### src/vgt_pkg.sv
// Shared constants, register codes and helpers for the vertical gradient tint block.
`default_nettype none

package vgt_pkg;

  localparam int unsigned ADDR_W    = 4;
  localparam int unsigned DATA_W    = 32;
  localparam int unsigned PIX_W     = 32;
  localparam int unsigned CH_W      = 8;
  localparam int unsigned NCH       = 3;
  localparam int unsigned COLOR_W   = 24;
  localparam int unsigned CFG_H_W   = 13;
  localparam int unsigned ROW_W     = 12;
  localparam int unsigned PROD_W    = 2 * CH_W;

  localparam logic [CH_W-1:0] WHITE_LEVEL = 8'd243;
  localparam logic [CH_W-1:0] FULL_SCALE  = 8'd255;

  localparam logic [COLOR_W-1:0] TOP_RESET    = '0;
  localparam logic [COLOR_W-1:0] BOTTOM_RESET = '0;
  localparam logic [CFG_H_W-1:0] HEIGHT_RESET = 13'd1;

  typedef enum logic [1:0] {
    REG_TOP    = 2'd0,
    REG_BOTTOM = 2'd1,
    REG_HEIGHT = 2'd2
  } reg_idx_e;

  // floor(x / 255), exact for any product of two 8-bit values
  function automatic logic [CH_W-1:0] div255(input logic [PROD_W-1:0] x);
    logic [PROD_W:0] sum;
    sum = {1'b0, x} + {{(CH_W+1){1'b0}}, x[PROD_W-1:CH_W]} + {{PROD_W{1'b0}}, 1'b1};
    return sum[PROD_W-1:CH_W];
  endfunction

endpackage

`default_nettype wire

### src/vertical_gradient_tint.sv
// Pipelined vertical gradient tint with APB register port.
// Pipeline: 13 register stages from input beat to output beat.
// Throughput: one beat per cycle while out_ready_i is high; per-stage valid bits, stalls fill bubbles.
// Depth set by the gradient divide: eight restoring steps, one per stage.
// Reset clears all stage valid bits; colors reset to 0, height to 1.
`default_nettype none

module vertical_gradient_tint #(
  parameter int unsigned MAX_HEIGHT = 4096
) (
  input  logic                          clk_i,
  input  logic                          rst_ni,
  input  logic                          psel,
  input  logic                          penable,
  input  logic                          pwrite,
  input  logic [vgt_pkg::ADDR_W-1:0]    paddr,
  input  logic [vgt_pkg::DATA_W-1:0]    pwdata,
  output logic [vgt_pkg::DATA_W-1:0]    prdata,
  output logic                          pready,
  input  logic                          in_valid_i,
  output logic                          in_ready_o,
  input  logic [vgt_pkg::PIX_W-1:0]     pixel_in_i,
  input  logic [vgt_pkg::ROW_W-1:0]     row_i,
  output logic                          out_valid_o,
  input  logic                          out_ready_i,
  output logic [vgt_pkg::PIX_W-1:0]     pixel_out_o
);
  import vgt_pkg::*;

  localparam int unsigned HW   = $clog2(MAX_HEIGHT + 1);
  localparam int unsigned CW   = (HW > CFG_H_W) ? HW : CFG_H_W;
  localparam int unsigned RW   = (HW > ROW_W) ? HW : ROW_W;
  localparam int unsigned NUMW = HW + CH_W;
  localparam int unsigned NDIV = CH_W;
  localparam int unsigned NST  = NDIV + 5;
  localparam int unsigned SDIV = 2;
  localparam int unsigned SMUL = SDIV + NDIV + 1;
  localparam int unsigned SOUT = NST - 1;

  typedef struct packed {
    logic [CH_W-1:0] alpha;
    logic [CH_W-1:0] m;
  } side_t;

  // config registers
  logic [COLOR_W-1:0] top_q, bottom_q;
  logic [CFG_H_W-1:0] height_q;
  reg_idx_e           cfg_idx;
  logic               cfg_wr;

  assign pready  = 1'b1;
  assign cfg_idx = reg_idx_e'(paddr[ADDR_W-1:2]);
  assign cfg_wr  = psel && penable && pwrite && pready;

  always_ff @(posedge clk_i or negedge rst_ni) begin
    if (!rst_ni) begin
      top_q    <= TOP_RESET;
      bottom_q <= BOTTOM_RESET;
      height_q <= HEIGHT_RESET;
    end else if (cfg_wr) begin
      case (cfg_idx)
        REG_TOP:    top_q    <= pwdata[COLOR_W-1:0];
        REG_BOTTOM: bottom_q <= pwdata[COLOR_W-1:0];
        REG_HEIGHT: height_q <= pwdata[CFG_H_W-1:0];
        default: ;
      endcase
    end
  end

  always_comb begin
    case (cfg_idx)
      REG_TOP:    prdata = {{(DATA_W-COLOR_W){1'b0}}, top_q};
      REG_BOTTOM: prdata = {{(DATA_W-COLOR_W){1'b0}}, bottom_q};
      REG_HEIGHT: prdata = {{(DATA_W-CFG_H_W){1'b0}}, height_q};
      default:    prdata = '0;
    endcase
  end

  // stage valids and enables
  logic [NST-1:0] v_q;
  logic [NST-1:0] en;

  always_comb begin
    en[NST-1] = !v_q[NST-1] || out_ready_i;
    for (int k = NST - 2; k >= 0; k--) begin
      en[k] = !v_q[k] || en[k+1];
    end
  end

  always_ff @(posedge clk_i or negedge rst_ni) begin
    if (!rst_ni) begin
      v_q <= '0;
    end else begin
      if (en[0]) begin
        v_q[0] <= in_valid_i;
      end
      for (int k = 1; k < NST; k++) begin
        if (en[k]) begin
          v_q[k] <= v_q[k-1];
        end
      end
    end
  end

  assign in_ready_o  = en[0];
  assign out_valid_o = v_q[SOUT];

  side_t side_q [0:SMUL];

  // stage 0: effective height, row clamp, channel max
  logic [CW-1:0]   h_cfg, h_sat;
  logic [HW-1:0]   h_eff, r_sat;
  logic [RW-1:0]   r_ext, h_ext;
  logic [CH_W-1:0] m_rg, m_all;
  logic [HW-1:0]   h_q [0:SDIV+NDIV-1];
  logic [HW-1:0]   r0_q;

  always_comb begin
    h_cfg = CW'(height_q);
    if (h_cfg == '0) begin
      h_sat = CW'(1);
    end else if (h_cfg > CW'(MAX_HEIGHT)) begin
      h_sat = CW'(MAX_HEIGHT);
    end else begin
      h_sat = h_cfg;
    end
    h_eff = HW'(h_sat);
    r_ext = RW'(row_i);
    h_ext = RW'(h_eff);
    r_sat = (r_ext > h_ext) ? h_eff : HW'(r_ext);
    m_rg  = (pixel_in_i[23:16] > pixel_in_i[15:8]) ? pixel_in_i[23:16] : pixel_in_i[15:8];
    m_all = (m_rg > pixel_in_i[7:0]) ? m_rg : pixel_in_i[7:0];
  end

  always_ff @(posedge clk_i) begin
    if (en[0]) begin
      side_q[0] <= '{alpha: pixel_in_i[31:24], m: m_all};
      h_q[0]    <= h_eff;
      r0_q      <= r_sat;
    end
  end

  // stage 1: gradient products; stage 2: numerator
  logic [NUMW-1:0] ptop_q [NCH];
  logic [NUMW-1:0] pbot_q [NCH];
  logic [NUMW-1:0] rem_q  [0:NDIV-1][NCH];
  logic [CH_W-1:0] quo_q  [1:NDIV][NCH];
  logic [HW-1:0]   hr_diff;

  assign hr_diff = h_q[0] - r0_q;

  always_ff @(posedge clk_i) begin
    if (en[1]) begin
      side_q[1] <= side_q[0];
      h_q[1]    <= h_q[0];
      for (int c = 0; c < NCH; c++) begin
        ptop_q[c] <= NUMW'(top_q[CH_W*c +: CH_W]) * NUMW'(hr_diff);
        pbot_q[c] <= NUMW'(bottom_q[CH_W*c +: CH_W]) * NUMW'(r0_q);
      end
    end
    if (en[SDIV]) begin
      side_q[SDIV] <= side_q[1];
      h_q[SDIV]    <= h_q[1];
      for (int c = 0; c < NCH; c++) begin
        rem_q[0][c] <= ptop_q[c] + pbot_q[c];
      end
    end
  end

  // restoring divide by height, one quotient bit per stage, msb first
  for (genvar j = 1; j <= NDIV; j++) begin : g_div
    localparam int unsigned BIT = NDIV - j;
    logic [NUMW-1:0] trial;
    logic [NCH-1:0]  ge;
    logic [CH_W-1:0] q_prev [NCH];

    assign trial = NUMW'(h_q[SDIV+j-1]) << BIT;

    always_comb begin
      for (int c = 0; c < NCH; c++) begin
        ge[c] = rem_q[j-1][c] >= trial;
        if (j == 1) begin
          q_prev[c] = '0;
        end else begin
          q_prev[c] = quo_q[(j == 1) ? 1 : j-1][c];
        end
      end
    end

    always_ff @(posedge clk_i) begin
      if (en[SDIV+j]) begin
        side_q[SDIV+j] <= side_q[SDIV+j-1];
        for (int c = 0; c < NCH; c++) begin
          quo_q[j][c] <= q_prev[c] | (CH_W'(ge[c]) << BIT);
        end
      end
    end

    if (j < NDIV) begin : g_carry
      always_ff @(posedge clk_i) begin
        if (en[SDIV+j]) begin
          h_q[SDIV+j] <= h_q[SDIV+j-1];
          for (int c = 0; c < NCH; c++) begin
            rem_q[j][c] <= ge[c] ? (rem_q[j-1][c] - trial) : rem_q[j-1][c];
          end
        end
      end
    end
  end

  // intensity scale; a channel max at or above WHITE_LEVEL multiplies by 255 so the divide returns the target
  logic [PROD_W-1:0] prod_q [NCH];
  logic [CH_W-1:0]   scale;
  logic [PIX_W-1:0]  pix_q;

  assign scale = (side_q[SMUL-1].m >= WHITE_LEVEL) ? FULL_SCALE : side_q[SMUL-1].m;

  always_ff @(posedge clk_i) begin
    if (en[SMUL]) begin
      side_q[SMUL] <= side_q[SMUL-1];
      for (int c = 0; c < NCH; c++) begin
        prod_q[c] <= PROD_W'(quo_q[NDIV][c]) * PROD_W'(scale);
      end
    end
    if (en[SOUT]) begin
      pix_q[PIX_W-1 -: CH_W] <= side_q[SMUL].alpha;
      for (int c = 0; c < NCH; c++) begin
        pix_q[CH_W*c +: CH_W] <= div255(prod_q[c]);
      end
    end
  end

  assign pixel_out_o = pix_q;

endmodule

`default_nettype wire
### config.mk
export PLATFORM = sky130hd
export DESIGN_NAME = vertical_gradient_tint
export DESIGN_NICKNAME = d
export VERILOG_FILES = /design/src/vgt_pkg.sv /design/src/vertical_gradient_tint.sv
export SDC_FILE = /design/constraint.sdc
export NUM_CORES = 2
export LEC_CHECK = 0
export BUFFER_PORTS_ARGS = -buffer_cell sky130_fd_sc_hd__buf_2
export CAP_MARGIN = 30
export CORE_UTILIZATION = 59
export DETAILED_ROUTE_END_ITERATION = 16
export PLACE_DENSITY = 0.83
export SYNTH_ARGS = -nofsm -noshare
export SYNTH_HDL_FRONTEND = slang
export SYNTH_SLANG_ARGS = --single-unit
### constraint.sdc
create_clock -name clk_i -period 9.5 [get_ports clk_i]
set_input_delay 0.95 -clock clk_i [delete_from_list [all_inputs] [get_ports clk_i]]
set_output_delay 0.95 -clock clk_i [all_outputs]
set_load 0.01 [all_outputs]
======== Yosys cells after proc, flatten, opt, wreduce, memory -nomap -nowiden ========
Memory sizes are Yosys's and may differ from the RTL's. A register that Yosys moved wholly into a read port is not among the register bits.
Index checks and enable logic that the tools add are counted.
storage, ports and cells
  memory bits (writable) .................. 1192
  logic and storage cells ................. 203
  output and inout bits ................... 67
  memories ................................ 7
  flip-flop bits (word level) ............. 119
  input port bits ......................... 87
memory list
  memory       depth  width  read ports  clocked after memory_dff  wr ports  line                           source
  rem_q        8      63     8           0                         8         vertical_gradient_tint.sv:146  logic [NUMW-1:0] rem_q [0:NDIV-1][NCH];
  quo_q        8      24     8           0                         8         vertical_gradient_tint.sv:147  logic [CH_W-1:0] quo_q [1:NDIV][NCH];
  side_q       12     16     12          1                         12        vertical_gradient_tint.sv:108  side_t side_q [0:SMUL];
  h_q          10     13     10          0                         10        vertical_gradient_tint.sv:115  logic [HW-1:0] h_q [0:SDIV+NDIV-1];
  pbot_q       3      21     3           0                         3         vertical_gradient_tint.sv:145  logic [NUMW-1:0] pbot_q [NCH];
  ptop_q       3      21     3           0                         3         vertical_gradient_tint.sv:144  logic [NUMW-1:0] ptop_q [NCH];
  +1 memories  --     --     --          --                        --        --
cells by class
  muxes and demuxes ....................... 52
  eq/ne operators ......................... 2
  add/subtract/negate cells ............... 31
  reductions and logical operators ........ 33
  bitwise operators ....................... 21
  $mul .................................... 9
  $lt $le $gt $ge ......................... 29
operators with widths
  cell                   number
  $mux 21                21
  $mul 8x13->21          6
  $pmux 24 s3            1
  $add 21x21->21         3
  $ge 21x13->1           3
  $ge 21x14->1           3
  $ge 21x15->1           3
  $ge 21x16->1           3
  $ge 21x17->1           3
  $ge 21x18->1           3
  $ge 21x19->1           3
  $ge 21x20->1           3
  $sub 21x14->21         3
  $sub 21x15->21         3
  $sub 21x16->21         3
  $sub 21x17->21         3
  $sub 21x18->21         3
  $sub 21x19->21         3
  $sub 21x20->21         3
  $add 16x1->16 const B  3
  $add 16x8->16          3
  $mul 8x8->16           3
  $mux 13                2
  $mux 1                 24
  22 further kinds       66

======== Logic depth before layout (Yosys ltp) ========
  word-level depth ........................ 16
  gate-level depth with buffers ........... 29
  gate-level depth less buffers ........... 28

======== Worst setup path before layout ========
OpenSTA, ideal clock, no wires.
  path kind ............................... input port to flip-flop
  start point ............................. in out_ready_i
  end point ............................... mem h_q[1][0] (netlist name), enable pin
  path buffers ............................ 0
  library setup time ...................... 1687 ps
  required time ........................... 7813 ps
  stages on the path ...................... 7
  arrival ................................. 8153 ps
  slack ................................... -340 ps
  cell sequence ........................... nor2b_1 -> nand2_1 -> nor2_1 -> and2_1 -> inv_1 -> nor2_1 -> nand3_1
RTL lines
  item             line                           source
  start, declared  vertical_gradient_tint.sv:25   input logic out_ready_i,
  end, declared    vertical_gradient_tint.sv:115

==> impl_metrics.toml <==
[status]
status = "finished, final reports clean"

[worst_setup_path]
slowest_stage = "edfxtp_1"
r2r_start = "r0_q[1]"
worstPathArrival_ps = 8560
crit_family = "adder cells"
worstPathRequired_ps = 10010
reg2reg_depth = 24
cp-start-kind = "flop"
r2r-end = "ptop_q[0][41]"
r2r_slack_ps = 1460
max_stage_delay_ps = 1080
worst_setup_path_end_kind = "flop"
path_class = "flop to flop"
cp_max_fo = 25
crit_top_cell = "fa_1"
path_cells = "inv_1 > ha_1 > a21o_1 > a21oi_1 > o21bai_1 > a31oi_1 > o21ai_1 > xor2_1 > buf_4 > nand2_1 > fa_1 > inv_1 > fa_1 > fa_1 > fa_1 > ha_1 > a21o_1 > a21o_1 > a21oi_1 > o21bai_1 > a311o_1 > o21bai_1 > a21oi_1 > xnor2_1"
worstPathBufferInverterCount = 3

[detailed_routing]
drc = 0
avgViaCountPerCell = 5.79
totalWireLength_um = 198000
drt_iter0_drc = 3514
drtAntennaViolNets = 0
routedWlPerCell_um = 19.9
drtPass1Iterations = 6
vias = 57764

[cells_and_area]
drive_above_1_share_pct = 8.00
syn_to_final_growth_pct = 8.35
num-nets-final = 9348

[clocking]
clockBufferDepth = 3
cts_buffers = 131
insertion_delay_ps = 780
cts_hold_buf = 0
clk_pin_slew_ps = 70
cts_max_level = 4
postCtsSetupRepairBufs = 0
clock_tree.root_cell = "clkbuf_16"
cts_tree = "done"
cts_resized = 0
clkSinkCount = 1219

[logic_synthesis]
async_flop_share_pct = 6.07
ys_warn_count = 0
yosysSeqAreaShare_pct = 41.7
synth_edf_count = 1145
avgSynthCellArea_um2 = 11.1
synth_cells = 7819
syn_area_mm2 = 0.0869
ys_ff_latch = 1219
synth_ff_type = "edfxtp_1"
synth.distinct_cells = 98

[flow_run]
drv_cap = 0

[floorplanning]
start_util_pct = 59.5
fp.dieArea_mm2 = 0.149
core_mm2 = 0.146
rows = 140
die_height_um = 386
ios = 154
die_w_um = 386

[global_route]
grt_pass1_wl_um = 314000
groute.usage.overall_pct = 26.9
grt_pass1_vias = 59712
antenna_found_initial = 1
grt_max_degree = 89
grt-ovfl-total = 0

[timing]
finalSetupViolCount = 0
worst_slew_pin_slew_ps = 1100
clock.fmax_mhz = 124
finalCriticalPeriod_ps = 8040
clock_skew_ps = 40.5
maxSlewViolCount = 0
maxSlewHeadroom_pct = 26.4
hold_violations = 0
finalCritPeriodShare_pct = 84.7
tns_ps = 0
rsz0062_at_grt = "no"
finalHoldWorstSlack_ps = 136

[placement]
place.detailed.hpwl_um = 151000
portBuffers = 134
place.gp.congestion = 0.901

[hold_path]
hold_path_class = "primary input to asynchronous set/reset pin"
[flip-flops by register name (all words and copies together), names as in the netlist, 32 cells and up]
signal       count
h_q            130
pbot_q          63
pixel_out_o     32
prod_q          48
ptop_q          63
quo_q          108
rem_q          504
side_q         184
[through the flow]
| step | setup WS (ps) | area [um^2] | utilization, % | cells |
|---|---|---|---|---|
| final | 1460 | 94100 | 64.5 | 9969 |
| after detailed placement | 1740 | 89700 | 61.5 | 9725 |
| after CTS | 1680 | 94000 | 64.4 | 9960 |
| after global placement | 1770 | 89500 | 61.4 | 9718 |
| after floorplan | 1620 | 86900 | - | 7827 |
| after global routing | 1230 | 94100 | 64.5 | 9966 |
[cell usage after synthesis, drive strengths merged, types with 167 or more instances]
master / number / area (um^2)
clkbuf: 167 / 627
fa: 529 / 10600
inv: 852 / 3200
o21ai: 320 / 1640
nand2: 677 / 2570
nor2: 363 / 1360
xor2: 174 / 1520
ha: 787 / 9850
edfxtp: 1145 / 34400
and2: 464 / 2900
a21oi: 397 / 1990
xnor2: 301 / 2640
[layer usage]
metal  wire length (um)  GRT usage [%]
met3               9220           3.56
met4              14800           17.7
met1              75600           30.6
met2              98600           47.4
met5                  0              0
[placed cells by master (no fill, tap or decap), types with 17 or more instances in the layout]
master and n:
edfxtp_1 1145, clkbuf_1 25, mux2_2 157, buf_2 133, fa_1 529, a211oi_1 34, nor2b_1 123, nor2_1 363
o21bai_1 41, nand2b_1 116, or3_1 29, o21ai_0 292, nand2_1 662, nand3_1 83, dfrtp_1 73, and3_1 29
xnor2_1 300, nor4_1 57, clkinv_2 22, clkinv_1 20, o211ai_1 22, o31ai_1 28, a31oi_1 48, nor3_1 110
a21oi_1 397, buf_4 52, ha_1 787, a21boi_0 25, o21a_1 103, nand4_1 70, a21o_1 160, clkbuf_16 132
xor2_1 174, inv_1 846, and2_1 464, o21ai_1 17, mux2i_1 66
[logic make-up after synthesis]
family                   Yosys count  synth area share [%]
other                              2               0.00865
adder cells (fa/ha/maj)         1316                  23.5
AO/OA/AOI/OAI                   1309                  9.55
buffers and inverters           1063                  4.72
flip-flops                      1219                  41.7
XOR/XNOR                         475                  4.79
AND/OR/NAND/NOR                 2210                  12.9
multiplexers                     225                  2.82
[area by class of cell]
class	instances	area, um^2
fillers	10856	51800
multi-input cells	5545	46700
flip-flops and latches	1219	36200
clock buffers	160	3440
inverters	853	3210
well taps	1917	2400
repair buffers	195	1290
clock inverters	75	888
diodes	5	12.5
[worst max-delay path by stage]
stage           startpoint            end  slack [ps]  cells past startpoint
2_1_floorplan  out_ready_i      h_q[1][0]        1620                      7
3_3_place_gp       r0_q[3]  ptop_q[0][62]        1770                     24
3_5_place_dp       r0_q[1]  ptop_q[0][41]        1740                     24
4_1_cts            r0_q[1]  ptop_q[0][41]        1680                     24
5_1_grt            r0_q[1]  ptop_q[0][41]        1230                     24
6_report           r0_q[1]  ptop_q[0][41]        1460                     24
Power is left out: the tool's default activity adds up to more than one toggle a clock period on the data nets, which glitch-free logic cannot reach.
